$ cat config.mk
export PLATFORM = sky130hd
export DESIGN_NAME = rc_stick_deadzone_and_switch_edges
export DESIGN_NICKNAME = d
export VERILOG_FILES = /design/src/rtl/core/rcsde_pkg.sv /design/src/rtl/core/rcsde_csr.sv /design/src/rtl/core/rcsde_stick_front.sv /design/src/rtl/core/rcsde_stick_scale.sv /design/src/rtl/core/rcsde_gear.sv /design/src/rtl/core/rc_stick_deadzone_and_switch_edges.sv
export SDC_FILE = /design/constraint.sdc
export NUM_CORES = 2
export LEC_CHECK = 0
export ABC_AREA = 1
export BUFFER_PORTS_ARGS = -buffer_cell sky130_fd_sc_hd__buf_2
export CAP_MARGIN = 0
export CELL_PAD_IN_SITES_DETAIL_PLACEMENT = 1
export CELL_PAD_IN_SITES_GLOBAL_PLACEMENT = 1
export CORE_ASPECT_RATIO = 1.1
export CORE_UTILIZATION = 38
export DETAILED_ROUTE_END_ITERATION = 7
export PLACE_DENSITY = 0.74
export SYNTH_ARGS = -nofsm -noshare
export SYNTH_HDL_FRONTEND = slang
export SYNTH_SLANG_ARGS = --single-unit
$ cat constraint.sdc
create_clock -name clock -period 8.6 [get_ports clock]
set_input_delay 0.43 -clock clock [delete_from_list [all_inputs] [get_ports clock]]
set_output_delay 0.43 -clock clock [all_outputs]
set_load 0.005 [all_outputs]
$ cat src/rtl/core/rcsde_pkg.sv
// Package for the RC stick dead zone and switch edge block.
// Holds widths, register codes, reset values and the shared struct types.
// No dependencies.
package rcsde_pkg;

   // Lane count and field widths
   localparam int NUM_STICKS = 4;
   localparam int RAW_W      = 16;
   localparam int STICK_W    = 16;
   localparam int LEVEL_W    = 10;
   localparam int MAG_W      = 9;
   localparam int DZ_W       = 9;
   localparam int GAIN_W     = 32;
   localparam int THR_W      = 11;
   localparam int PROD_W     = MAG_W + GAIN_W;
   localparam int SCALE_SH   = 16;
   localparam int CSR_IDX_W  = 4;
   localparam int CSR_DATA_W = 32;

   // Stick arithmetic constants
   localparam logic signed [RAW_W:0]     STICK_CENTRE = 17'sd1500;
   localparam logic signed [RAW_W:0]     STICK_LIMIT  = 17'sd500;
   localparam logic [PROD_W-SCALE_SH-1:0] Q15_MAX     = 25'd32767;

   // Switch level constants
   localparam logic [RAW_W-1:0] SWITCH_BASE = 16'd1000;
   localparam logic [RAW_W-1:0] SWITCH_SPAN = 16'd1000;

   // Register indexes
   localparam logic [CSR_IDX_W-1:0] CSR_DEAD_ZONE   = 4'd0;
   localparam logic [CSR_IDX_W-1:0] CSR_STICK_GAIN  = 4'd1;
   localparam logic [CSR_IDX_W-1:0] CSR_HOVER_THR   = 4'd2;
   localparam logic [CSR_IDX_W-1:0] CSR_COMMAND_THR = 4'd3;

   // Register reset values
   localparam logic [DZ_W-1:0]   DEAD_ZONE_RST   = 9'd25;
   localparam logic [GAIN_W-1:0] STICK_GAIN_RST  = 32'd4521018;
   localparam logic [THR_W-1:0]  HOVER_THR_RST   = 11'd1250;
   localparam logic [THR_W-1:0]  COMMAND_THR_RST = 11'd1750;

   typedef struct packed {
      logic [DZ_W-1:0]   dz_half;
      logic [GAIN_W-1:0] gain;
      logic [THR_W-1:0]  hover_thr;
      logic [THR_W-1:0]  command_thr;
   } cfg_type;

   typedef struct packed {
      logic [MAG_W-1:0] mag;
      logic             neg;
   } stick_mag_type;

   typedef struct packed {
      logic lvl_hover;
      logic lvl_cmd;
      logic rise_hover;
      logic rise_cmd;
      logic fall_hover;
      logic fall_cmd;
   } gear_flags_type;

endpackage

$ cat src/rtl/core/rcsde_csr.sv
// Configuration registers: dead zone, stick gain and gear thresholds.
// Depends on rcsde_pkg.
module rcsde_csr (
   input  logic                                clock,
   input  logic                                reset,
   input  logic                                csr_valid,
   output logic                                csr_ready,
   input  logic [rcsde_pkg::CSR_IDX_W-1:0]     csr_index,
   input  logic [rcsde_pkg::CSR_DATA_W-1:0]    csr_wdata,
   output rcsde_pkg::cfg_type                  cfg
);

   rcsde_pkg::cfg_type cfg_ff, cfg_in;

   // Writes are always accepted; ready is tied high
   assign csr_ready = 1'b1;

   // Register write decode; unknown indexes are dropped
   always_comb begin
      cfg_in = cfg_ff;
      if (csr_valid && csr_ready) begin
         case (csr_index)
            rcsde_pkg::CSR_DEAD_ZONE:   cfg_in.dz_half     = csr_wdata[rcsde_pkg::DZ_W-1:0];
            rcsde_pkg::CSR_STICK_GAIN:  cfg_in.gain        = csr_wdata[rcsde_pkg::GAIN_W-1:0];
            rcsde_pkg::CSR_HOVER_THR:   cfg_in.hover_thr   = csr_wdata[rcsde_pkg::THR_W-1:0];
            rcsde_pkg::CSR_COMMAND_THR: cfg_in.command_thr = csr_wdata[rcsde_pkg::THR_W-1:0];
            default:                    cfg_in = cfg_ff;
         endcase
      end
   end

   always_ff @(posedge clock) begin
      if (reset) begin
         cfg_ff.dz_half     <= rcsde_pkg::DEAD_ZONE_RST;
         cfg_ff.gain        <= rcsde_pkg::STICK_GAIN_RST;
         cfg_ff.hover_thr   <= rcsde_pkg::HOVER_THR_RST;
         cfg_ff.command_thr <= rcsde_pkg::COMMAND_THR_RST;
      end else begin
         cfg_ff <= cfg_in;
      end
   end

   assign cfg = cfg_ff;

endmodule

$ cat src/rtl/core/rcsde_stick_front.sv
// Stick front end: centre, clamp to the span and remove the dead zone.
// Produces the excess magnitude and sign for one stick. Depends on rcsde_pkg.
module rcsde_stick_front (
   input  logic [rcsde_pkg::RAW_W-1:0] raw,
   input  logic [rcsde_pkg::DZ_W-1:0]  dz_half,
   output rcsde_pkg::stick_mag_type    shaped
);

   localparam int D_W = 11;

   logic signed [rcsde_pkg::RAW_W:0] d_full;
   logic signed [D_W-1:0]            d;
   logic signed [D_W-1:0]            dz;
   logic signed [D_W-1:0]            excess;

   // Centre and clamp to +/- span
   always_comb begin
      d_full = $signed({1'b0, raw}) - rcsde_pkg::STICK_CENTRE;
      if (d_full > rcsde_pkg::STICK_LIMIT) begin
         d = rcsde_pkg::STICK_LIMIT[D_W-1:0];
      end else if (d_full < -rcsde_pkg::STICK_LIMIT) begin
         d = -rcsde_pkg::STICK_LIMIT[D_W-1:0];
      end else begin
         d = d_full[D_W-1:0];
      end
   end

   // Dead zone: keep only the part beyond the half-width
   always_comb begin
      dz         = $signed({2'b00, dz_half});
      excess     = '0;
      shaped.neg = 1'b0;
      if (d > dz) begin
         excess = d - dz;
      end else if (d < -dz) begin
         excess     = -d - dz;
         shaped.neg = 1'b1;
      end
      shaped.mag = excess[rcsde_pkg::MAG_W-1:0];
   end

endmodule

$ cat src/rtl/core/rcsde_stick_scale.sv
// Stick back end: gain multiply, Q1.15 saturation and sign restore.
// Depends on rcsde_pkg.
module rcsde_stick_scale (
   input  rcsde_pkg::stick_mag_type              shaped,
   input  logic [rcsde_pkg::GAIN_W-1:0]          gain,
   output logic signed [rcsde_pkg::STICK_W-1:0]  stick
);

   localparam int SH_W = rcsde_pkg::PROD_W - rcsde_pkg::SCALE_SH;

   logic [rcsde_pkg::PROD_W-1:0]  prod;
   logic [SH_W-1:0]               scaled;
   logic [rcsde_pkg::STICK_W-2:0] sat;

   // 9 x 32 multiply, drop 16 fraction bits, clip to full scale
   always_comb begin
      prod   = {{rcsde_pkg::GAIN_W{1'b0}}, shaped.mag} *
               {{rcsde_pkg::MAG_W{1'b0}}, gain};
      scaled = prod[rcsde_pkg::PROD_W-1:rcsde_pkg::SCALE_SH];
      if (scaled > rcsde_pkg::Q15_MAX) begin
         sat = rcsde_pkg::Q15_MAX[rcsde_pkg::STICK_W-2:0];
      end else begin
         sat = scaled[rcsde_pkg::STICK_W-2:0];
      end
      stick = shaped.neg ? -$signed({1'b0, sat}) : $signed({1'b0, sat});
   end

endmodule

$ cat src/rtl/core/rcsde_gear.sv
// Gear switch tracker: classifies bottom/middle/top and flags edges
// against the previous frame's pulse. Depends on rcsde_pkg.
module rcsde_gear (
   input  logic                          clock,
   input  logic                          reset,
   input  logic                          take,
   input  logic [rcsde_pkg::RAW_W-1:0]   gear_raw,
   input  logic [rcsde_pkg::THR_W-1:0]   hover_thr,
   input  logic [rcsde_pkg::THR_W-1:0]   command_thr,
   output rcsde_pkg::gear_flags_type     flags
);

   logic [rcsde_pkg::RAW_W-1:0] prev_gear_ff, prev_gear_in;
   logic                        seen_ff, seen_in;
   logic [rcsde_pkg::RAW_W-1:0] prev;
   logic [rcsde_pkg::RAW_W-1:0] hv;
   logic [rcsde_pkg::RAW_W-1:0] cm;
   logic                        g_mid, g_top;
   logic                        p_mid, p_low, p_top;

   // First frame compares against itself, so no edges
   always_comb begin
      hv    = {{(rcsde_pkg::RAW_W-rcsde_pkg::THR_W){1'b0}}, hover_thr};
      cm    = {{(rcsde_pkg::RAW_W-rcsde_pkg::THR_W){1'b0}}, command_thr};
      prev  = seen_ff ? prev_gear_ff : gear_raw;
      g_mid = (gear_raw > hv) && (gear_raw < cm);
      g_top = !(gear_raw < cm);
      p_mid = (prev > hv) && (prev < cm);
      p_low = !(prev > hv);
      p_top = !(prev < cm);
   end

   // Level and edge flags, rules checked in priority order
   always_comb begin
      flags = '0;
      if (g_mid) begin
         flags.lvl_hover = 1'b1;
         if (p_low) begin
            flags.rise_hover = 1'b1;
         end else if (p_top) begin
            flags.fall_cmd = 1'b1;
         end
      end else if (g_top) begin
         flags.lvl_hover = 1'b1;
         flags.lvl_cmd   = 1'b1;
         flags.rise_cmd  = p_mid || p_low;
      end else begin
         if (p_mid) begin
            flags.fall_hover = 1'b1;
         end else if (p_top) begin
            flags.fall_hover = 1'b1;
            flags.fall_cmd   = 1'b1;
         end
      end
   end

   // Previous pulse is updated on every accepted frame
   always_comb begin
      prev_gear_in = take ? gear_raw : prev_gear_ff;
      seen_in      = seen_ff || take;
   end

   always_ff @(posedge clock) begin
      if (reset) begin
         prev_gear_ff <= '0;
         seen_ff      <= 1'b0;
      end else begin
         prev_gear_ff <= prev_gear_in;
         seen_ff      <= seen_in;
      end
   end

   // With crossed thresholds a top pulse can also judge as low, so the
   // enter-command edge is left out here
   a_first_no_edge: assert property (@(posedge clock) disable iff (reset)
      !seen_ff |-> !(flags.rise_hover || flags.fall_hover || flags.fall_cmd))
      else $error("gear edge flagged before any frame was seen");

   a_command_is_hover: assert property (@(posedge clock) disable iff (reset)
      flags.lvl_cmd |-> flags.lvl_hover)
      else $error("command level without hover level");

   a_take_sets_seen: assert property (@(posedge clock) disable iff (reset)
      take |=> (seen_ff && prev_gear_ff == $past(gear_raw)))
      else $error("gear history not captured on transfer");

endmodule

$ cat src/rtl/core/rc_stick_deadzone_and_switch_edges.sv
// RC frame conditioner top level: stick dead zone and gear switch edges; uses rcsde_pkg.
// Pipeline: an input register, then a result register after the gain multipliers
// (one 9x32 multiplier per stick), which drives rsp_valid.
// Throughput: one frame per cycle; the input stalls only while both registers
// hold a frame and the result is stalled.
// Reset: synchronous; clears valids and gear history, loads register defaults.
module rc_stick_deadzone_and_switch_edges (
   input  logic                                      clock,
   input  logic                                      reset,
   // input frame
   input  logic                                      req_valid,
   output logic                                      req_stall,
   input  logic [rcsde_pkg::RAW_W-1:0]               req_stick_raw_0,
   input  logic [rcsde_pkg::RAW_W-1:0]               req_stick_raw_1,
   input  logic [rcsde_pkg::RAW_W-1:0]               req_stick_raw_2,
   input  logic [rcsde_pkg::RAW_W-1:0]               req_stick_raw_3,
   input  logic [rcsde_pkg::RAW_W-1:0]               req_mode_raw,
   input  logic [rcsde_pkg::RAW_W-1:0]               req_gear_raw,
   input  logic [rcsde_pkg::RAW_W-1:0]               req_reboot_raw,
   // result
   output logic                                      rsp_valid,
   input  logic                                      rsp_stall,
   output logic signed [rcsde_pkg::STICK_W-1:0]      rsp_stick_0,
   output logic signed [rcsde_pkg::STICK_W-1:0]      rsp_stick_1,
   output logic signed [rcsde_pkg::STICK_W-1:0]      rsp_stick_2,
   output logic signed [rcsde_pkg::STICK_W-1:0]      rsp_stick_3,
   output logic [rcsde_pkg::LEVEL_W-1:0]             rsp_mode_level,
   output logic [rcsde_pkg::LEVEL_W-1:0]             rsp_reboot_level,
   output logic                                      rsp_is_hover,
   output logic                                      rsp_is_command,
   output logic                                      rsp_enter_hover,
   output logic                                      rsp_enter_command,
   output logic                                      rsp_exit_hover,
   output logic                                      rsp_exit_command,
   // configuration writes
   input  logic                                      csr_valid,
   output logic                                      csr_ready,
   input  logic [rcsde_pkg::CSR_IDX_W-1:0]           csr_index,
   input  logic [rcsde_pkg::CSR_DATA_W-1:0]          csr_wdata
);

   rcsde_pkg::cfg_type cfg;

   logic [rcsde_pkg::RAW_W-1:0]           stick_raw   [rcsde_pkg::NUM_STICKS];
   rcsde_pkg::stick_mag_type              stick_shape [rcsde_pkg::NUM_STICKS];
   logic signed [rcsde_pkg::STICK_W-1:0]  stick_out   [rcsde_pkg::NUM_STICKS];
   rcsde_pkg::gear_flags_type             gear_flags;

   // input stage
   logic                                  s1_vld_ff, s1_vld_in;
   rcsde_pkg::stick_mag_type              s1_stick_ff [rcsde_pkg::NUM_STICKS];
   logic [rcsde_pkg::LEVEL_W-1:0]         s1_mode_ff, s1_reboot_ff;
   rcsde_pkg::gear_flags_type             s1_flags_ff;

   // result stage
   logic                                  out_vld_ff, out_vld_in;
   logic signed [rcsde_pkg::STICK_W-1:0]  out_stick_ff [rcsde_pkg::NUM_STICKS];
   logic [rcsde_pkg::LEVEL_W-1:0]         out_mode_ff, out_reboot_ff;
   rcsde_pkg::gear_flags_type             out_flags_ff;

   logic                                  req_take;
   logic                                  out_load;
   logic                                  rsp_take;
   logic [rcsde_pkg::LEVEL_W-1:0]         mode_level, reboot_level;

   // Switch pulse to offset from base, clamped to the span
   function automatic logic [rcsde_pkg::LEVEL_W-1:0] switch_level(
      input logic [rcsde_pkg::RAW_W-1:0] raw
   );
      logic [rcsde_pkg::RAW_W-1:0] r;
      r = raw - rcsde_pkg::SWITCH_BASE;
      if (raw <= rcsde_pkg::SWITCH_BASE) begin
         return '0;
      end else if (r > rcsde_pkg::SWITCH_SPAN) begin
         return rcsde_pkg::SWITCH_SPAN[rcsde_pkg::LEVEL_W-1:0];
      end else begin
         return r[rcsde_pkg::LEVEL_W-1:0];
      end
   endfunction

   rcsde_csr u_csr (
      .clock     (clock),
      .reset     (reset),
      .csr_valid (csr_valid),
      .csr_ready (csr_ready),
      .csr_index (csr_index),
      .csr_wdata (csr_wdata),
      .cfg       (cfg)
   );

   // Pipeline control: result register loads when empty or being drained
   always_comb begin
      rsp_take   = out_vld_ff && !rsp_stall;
      out_load   = s1_vld_ff && (!out_vld_ff || !rsp_stall);
      req_stall  = s1_vld_ff && !out_load;
      req_take   = req_valid && !req_stall;
      s1_vld_in  = req_take || (s1_vld_ff && !out_load);
      out_vld_in = out_load || (out_vld_ff && !rsp_take);
   end

   always_ff @(posedge clock) begin
      if (reset) begin
         s1_vld_ff  <= 1'b0;
         out_vld_ff <= 1'b0;
      end else begin
         s1_vld_ff  <= s1_vld_in;
         out_vld_ff <= out_vld_in;
      end
   end

   assign stick_raw[0] = req_stick_raw_0;
   assign stick_raw[1] = req_stick_raw_1;
   assign stick_raw[2] = req_stick_raw_2;
   assign stick_raw[3] = req_stick_raw_3;

   // Stick lanes: dead zone ahead of the input register, gain after it
   for (genvar i = 0; i < rcsde_pkg::NUM_STICKS; i++) begin : g_lane
      rcsde_stick_front u_front (
         .raw     (stick_raw[i]),
         .dz_half (cfg.dz_half),
         .shaped  (stick_shape[i])
      );

      rcsde_stick_scale u_scale (
         .shaped (s1_stick_ff[i]),
         .gain   (cfg.gain),
         .stick  (stick_out[i])
      );
   end

   rcsde_gear u_gear (
      .clock       (clock),
      .reset       (reset),
      .take        (req_take),
      .gear_raw    (req_gear_raw),
      .hover_thr   (cfg.hover_thr),
      .command_thr (cfg.command_thr),
      .flags       (gear_flags)
   );

   assign mode_level   = switch_level(req_mode_raw);
   assign reboot_level = switch_level(req_reboot_raw);

   // Input register payload
   always_ff @(posedge clock) begin
      if (req_take) begin
         s1_stick_ff  <= stick_shape;
         s1_mode_ff   <= mode_level;
         s1_reboot_ff <= reboot_level;
         s1_flags_ff  <= gear_flags;
      end
   end

   // Result register payload
   always_ff @(posedge clock) begin
      if (out_load) begin
         out_stick_ff  <= stick_out;
         out_mode_ff   <= s1_mode_ff;
         out_reboot_ff <= s1_reboot_ff;
         out_flags_ff  <= s1_flags_ff;
      end
   end

   assign rsp_valid         = out_vld_ff;
   assign rsp_stick_0       = out_stick_ff[0];
   assign rsp_stick_1       = out_stick_ff[1];
   assign rsp_stick_2       = out_stick_ff[2];
   assign rsp_stick_3       = out_stick_ff[3];
   assign rsp_mode_level    = out_mode_ff;
   assign rsp_reboot_level  = out_reboot_ff;
   assign rsp_is_hover      = out_flags_ff.lvl_hover;
   assign rsp_is_command    = out_flags_ff.lvl_cmd;
   assign rsp_enter_hover   = out_flags_ff.rise_hover;
   assign rsp_enter_command = out_flags_ff.rise_cmd;
   assign rsp_exit_hover    = out_flags_ff.fall_hover;
   assign rsp_exit_command  = out_flags_ff.fall_cmd;

   a_stall_only_when_full: assert property (@(posedge clock) disable iff (reset)
      req_stall |-> (s1_vld_ff && out_vld_ff && rsp_stall))
      else $error("input stalled with room in the pipeline");

   a_stage_holds: assert property (@(posedge clock) disable iff (reset)
      (s1_vld_ff && !out_load) |=> s1_vld_ff)
      else $error("input stage dropped a frame");

   a_stick_symmetric: assert property (@(posedge clock) disable iff (reset)
      rsp_valid |-> (rsp_stick_0 != 16'sh8000 && rsp_stick_1 != 16'sh8000 &&
                     rsp_stick_2 != 16'sh8000 && rsp_stick_3 != 16'sh8000))
      else $error("stick output outside symmetric Q1.15 range");

endmodule
# Word-level counts from Yosys, hierarchy flattened
# Cells that the tools add are included.
# totals
reg_bits,238
in_bits,153
out_inout_bits,93
wordCells,168
# op_classes
add_sub_neg,23
multipliers,4
order_cmp,28
n_eq_ne,3
mux,40
n_bitwise,1
n_reduce_logical,27
# op_table
cell,count
$mul A9 B32 Y41,4
$mux W15,8
$gt A25 B15 Y1 const B,4
$mux W11,8
$mux W9,8
$sub A9 B9 Y9,8
$gt A17 B10 Y1 const B,4
$lt A17 B10 Y1 const B,4
$sub A16 B11 Y17 const B,4
$neg A15 Y16,4
$gt A11 B10 Y1,4
$lt A11 B11 Y1,4
$neg A9 Y9,4
$gt A16 B10 Y1 const B,2
$gt A16 B11 Y1,2
$le A16 B10 Y1 const B,2
$lt A16 B11 Y1,2
$sub A16 B10 Y16 const B,2
$mux W10,2
$mux W16,1
$mux W1,11
$neg A9 Y11,1
$eq A4 B2 Y1 const B,2
$reduce_and A2 Y1,4
8 further kinds,27

# Longest topological paths before layout
# logic_depth
word_depth,8
ltp_mapped,38

# Modules after synthesis
# A second synthesis with hierarchy kept.
# hier_totals
cells_unflattened,8595
hier_area_um2,59194.3
# modules_own_cells
module,instances,cells_per_inst,area_each_um2,seq_area_each_um2
rcsde_stick_scale (g_lane[0].u_scale ...),2,1475,9943.3,0.0
rcsde_stick_scale (g_lane[3].u_scale),1,1578,10412.5,0.0
rcsde_stick_scale (g_lane[2].u_scale),1,1594,10406.2,0.0
rcsde_stick_front (g_lane[0].u_front ...),3,347,2026.9,0.0
rc_stick_deadzone_and_switch_edges,1,360,5683.0,4724.5
rcsde_csr,1,431,2880.3,1261.2
rcsde_stick_front (g_lane[3].u_front),1,339,1959.4,0.0
rcsde_gear,1,302,1885.6,340.3

# Least setup slack after synthesis
# No wires, ideal clock.
# synth_timing
path_type,register to register
start,"register, netlist name u_csr.cfg[45]"
end,"register out_stick_ff, in the netlist rsp_stick_0[14], data pin"
setup_time_ns,0.249
arrival_ns,5.788
required_ns,8.351
slack_ns,2.562
stages_incl_launch_ff,34
n_path_buf,4
path_cell_list,dfxtp_1 > clkbuf_1 > buf_1 > nand2_1 > fa_1 > inv_1 > fa_1 > fa_1 > inv_1 > fa_1 > inv_1 > ha_1 > a21o_1 > a21boi_0 > o21ai_0 > a31oi_1 > nand2_1 > nand2_1 > nand2_1 > a21oi_1 > nand3_1 > nor2_4 > buf_4 > buf_2 > nand2_1 > inv_1 > ha_1 > nand4_1 > nor2_1 > nand3_1 > nand2_1 > nand2_1 > nand2_1 > inv_1
# synth_between
elab_chain_cells,5
# synth_rtl
item,line,source
$mul A9 B32 Y41,rcsde_stick_scale.sv:17,"prod = {{rcsde_pkg::GAIN_W{1'b0}}, shaped.mag} *"
$gt A25 B15 Y1,rcsde_stick_scale.sv:20,if (scaled > rcsde_pkg::Q15_MAX) begin
$mux W15,rcsde_stick_scale.sv:20,
named net g_lane[0].u_scale.sat (one bit),rcsde_stick_scale.sv:13,logic [rcsde_pkg::STICK_W-2:0] sat;
$neg A15 Y16,rcsde_stick_scale.sv:25,"stick = shaped.neg ? -$signed({1'b0, sat}) : $signed({1'b0, sat});"
$mux W15,rcsde_stick_scale.sv:25,
named net g_lane[0].u_scale.stick (one bit),rcsde_stick_scale.sv:6,output logic signed [rcsde_pkg::STICK_W-1:0] stick
"end signal, assigned",rc_stick_deadzone_and_switch_edges.sv:157,out_stick_ff <= stick_out;
"end, declared",rc_stick_deadzone_and_switch_edges.sv:57,logic signed [rcsde_pkg::STICK_W-1:0] out_stick_ff [rcsde_pkg::NUM_STICKS];
# The timed path passes the listed nets, and every way through them passes these cells.
# A chain may end at the register's enable or synchronous reset.

# Worst setup path in the final report
# layout_timing
start,"register, netlist name u_csr.cfg[42]"
end,"register out_stick_ff, in the netlist rsp_stick_0[10], data pin"
# layout_between
elab_chain_cells,5
# layout_rtl
item,line
$mul A9 B32 Y41 (*),rcsde_stick_scale.sv:17
$gt A25 B15 Y1,rcsde_stick_scale.sv:20
$mux W15 (*),rcsde_stick_scale.sv:20
$neg A15 Y16,rcsde_stick_scale.sv:25
$mux W15 (*),rcsde_stick_scale.sv:25
named net g_lane[0].u_scale.stick (one bit),rcsde_stick_scale.sv:6
# Mark *: on every way through the listed nets, which the timed path passes. The rest lies on a longest branch.

==> flow_summary.toml <==
[setup_path]
end_kind = "register"
start_kind = "register"
crit_slowest_cell = "dfxtp_1"
required_ns = 9.03
timing.critical_path.mode_cell = "nand2_1"
path_delay_family = "simple AND/OR/NAND/NOR gates"
worst-path-buf-inv = 6
critical_path_arrival_ns = 7.76
path_class = "reg2reg"
r2r-start = "u_csr.cfg[42]"
max_stage_delay_ns = 0.95
path_max_fanout = 25
crit_start = "u_csr.cfg[42]"

[synthesis]
synth_edf_count = 156
synth_ff_type = "edfxtp_1"
avgSynthCellArea_um2 = 7.13
synth.distinct_cells = 56
ys_warn_count = 0
yosysSeqAreaShare_pct = 11.5
synth.ff_latch_count = 238
syn-num-nets = 9143
syn_inst = 7713
async_flop_share_pct = 0
synth_area_mm2 = 0.0550

[route]
drtPass1Iterations = 5
postRouteAntennaNets = 0
wl_per_cell_um = 17.9
drt-initial-drc-count = 1941
vias = 48600
vias_per_cell = 4.97
drcViolationCount = 0
routed_wl_um = 175000

[clock_network]
path_clk_slew_ns = 0.08
cts.sinks = 238
cts-hold-fix-buffers = 9
cts_resized = 0
cts_tree = "built"
post_cts_buffers = 0
clock_latency_ns = 0.67
cts_buffer_depth = 3
htreeDepth = 1
cts_root_buf = "clkbuf_16"
numCtsBuffers = 30

[sta]
worst_slew_pin_slew_ns = 1.16
tns_ns = 0
finalHoldViolations = 0
slew_viol_final = 0
fin_worst_hold_slack_ns = 0.0422
period_needed_ns = 7.34
period_share_pct = 85.3
rsz0062_at_grt = "no"
fmax_ghz = 0.136
setup_viol_count_final = 0
worst_clock_skew_ns = 0.0380
relSlewSlack_pct = 22.8
fin_ws_ns = 1.26

[pwr]
seqPwrFrac_pct = 9.6
share_comb_of_total_power_pct = 82.8
p_int_mw = 6.79
peakVddDrop_uv = 266
totalPowerFinal_mw = 16.9
p_sw_share_pct = 59.9
p_switching_mw = 10.1
clkPwrFrac_pct = 7.6
p_per_area_mw_per_mm2 = 285
p_leak_nw = 34.7

[final_layout]
final_cells = 9775
finalNetCount = 9255
drive_gt1_share_pct = 5.87
design_area_mm2 = 0.0594
fin_util_pct = 41.3
syn_to_final_growth_pct = 8.04

[placed_design]
placed_cell_area_mm2 = 0.0584
placed_cells = 9708
globalplace.congestion = 0.923
dp_hpwl_um = 144000
io_buffer_count = 244
post-place-ws_ns = 1.29

[floorplanning]
pin_count = 246
fp-row-count = 146
core_mm2 = 0.144
die_w_um = 365
die_y_um = 401
initial_core_util_pct = 38.3
die_area_mm2 = 0.146

[global_route]
busiest_layer = "met2"
grt-ovfl-total = 0
antenna_found_initial = 5
grt_usage_pct = 24.4
use_met1_pct = 30.4
met2_usage_pct = 44.2
grt_first_pass_wirelength_um = 284000
gr-usage-met3_pct = 2.65
grt_pass1_vias = 53900
grt_max_degree = 66

[hold_path]
hold_start = "csr_wdata[23]"
hp-class = "in2reg"

[run_status]
status = "finished, final reports clean"

[run]
max-cap-violations = 0
## synthesized netlist by cell type, types with 3 or more instances
cell type     n  area, um2
nand2_1    2092       7850
inv_1      2026       7600
fa_1        848      17000
nor2_1      502       1880
ha_1        429       5370
a21oi_1     286       1430
o21ai_0     241       1210
nand3_1     222       1110
clkbuf_1    172        646
edfxtp_1    156       4680
xor2_1      116       1020
buf_1        87        327
dfxtp_1      82       1640
xnor2_1      70        613
nor3_1       59        295
nand4_1      44        275
o21bai_1     25        188
a21o_1       24        180
nor4_1       21        131
o21a_1       20        150
nand3b_1     18        135
o22ai_1      18        113
a31oi_1      15       93.8
a21boi_0     14        105
nand2_2      13       81.3
nor2_2       11       68.8
a211oi_1      9       67.6
or2_2         8       50.1
and2_1        7       43.8
and3_1        7       43.8
buf_4         7       52.6
nand3_2       6       60.1
nor2_4        6       67.6
o21ai_1       6       30.0
a41oi_1       5       43.8
a221oi_1      4       35.0
a31o_2        3       26.3
buf_2         3       15.0
o2111ai_1     3       26.3
o311ai_0      3       26.3
o31ai_1       3       22.5
## worst paths after layout
check | endpoint | slack [ns] | depth (start not counted)
worst max-delay path | rsp_stick_0[10] | 1.26 | 30
worst min-delay path | u_csr.cfg[45] | 0.04 | 3
worst max register to register | rsp_stick_0[10] | 1.26 | 30
worst min register to register | rsp_is_command | 0.42 | 0
## routing by layer
layer / wire length [um] / up-vias
met3: 7290 / 234
met5: 0 / -
met1: 74500 / 24500
met4: 4300 / 0
li1: - / 23000
met2: 88900 / 861
## flip-flops by register name (all words and copies together), names as in the netlist
signal,flops
u_csr.cfg,63
s1_stick_ff,40
rsp_stick_0,16
rsp_stick_1,16
rsp_stick_2,16
rsp_stick_3,16
u_gear.prev_gear_ff,16
rsp_mode_level,10
rsp_reboot_level,10
s1_mode_ff,10
s1_reboot_ff,10
s1_flags_ff,6
rsp_enter_command,1
rsp_enter_hover,1
rsp_exit_command,1
rsp_exit_hover,1
rsp_is_command,1
rsp_is_hover,1
rsp_valid,1
s1_vld_ff,1
u_gear.seen_ff,1
## power by group through the flow
stage	registers [mW]	logic, mW	clock network (mW)
global route	1.64	15.8	1.36
floorplan	1.61	9.76	0
detailed placement	1.65	14.0	0
CTS	1.63	14.2	1.33
finish	1.62	14.0	1.29
global placement	1.65	13.8	0
## kinds of logic after synthesis
logic type | after synthesis | share of synthesized area (%)
flip-flops | 238 | 11.5
other | 1 | 0.00682
AND/OR/NAND/NOR | 3023 | 22.2
AO/OA/AOI/OAI | 691 | 7.01
XOR/XNOR | 186 | 2.96
adder cells (fa/ha/maj) | 1277 | 40.6
buffers and inverters | 2297 | 15.8
## cell type report
| type | instances | area, um2 |
|---|---|---|
| sequential | 238 | 6340 |
| inverter | 2026 | 7610 |
| fill | 18400 | 84300 |
| clock inverter | 17 | 155 |
| clock buffer | 39 | 815 |
| antenna | 2 | 5.00 |
| tap | 1924 | 2410 |
| multi-input combinational | 5178 | 40000 |
| timing repair buffer | 351 | 2070 |
## worst reg2reg max path, delay by kind of cell (launching register included)
| kind | cells | cell delay (ns) |
|---|---|---|
| buffers and inverters | 6 | 0.73 |
| adder cells (fa/ha/maj) | 6 | 2.59 |
| flip-flops | 1 | 0.95 |
| AND/OR/NAND/NOR | 18 | 2.83 |
## layout by cell type (no fill, tap or decap), drive strengths merged, types with 9 or more instances in the layout
master / netlist / final
a211oi: 9 / 9
a21boi: 14 / 14
a21o: 24 / 24
a21oi: 286 / 286
a31oi: 15 / 15
buf: 99 / 342
clkbuf: 172 / 39
clkinv: 0 / 10
dfxtp: 82 / 82
dlygate4sd3: 0 / 9
edfxtp: 156 / 156
fa: 848 / 848
ha: 429 / 429
inv: 2026 / 2027
nand2: 2107 / 2107
nand3: 228 / 228
nand3b: 18 / 18
nand4: 46 / 46
nor2: 519 / 519
nor3: 61 / 61
nor4: 21 / 21
o21a: 20 / 20
o21ai: 248 / 248
o21bai: 25 / 25
o22ai: 18 / 18
xnor2: 70 / 70
xor2: 116 / 116
(Power assumes the default switching activity.)
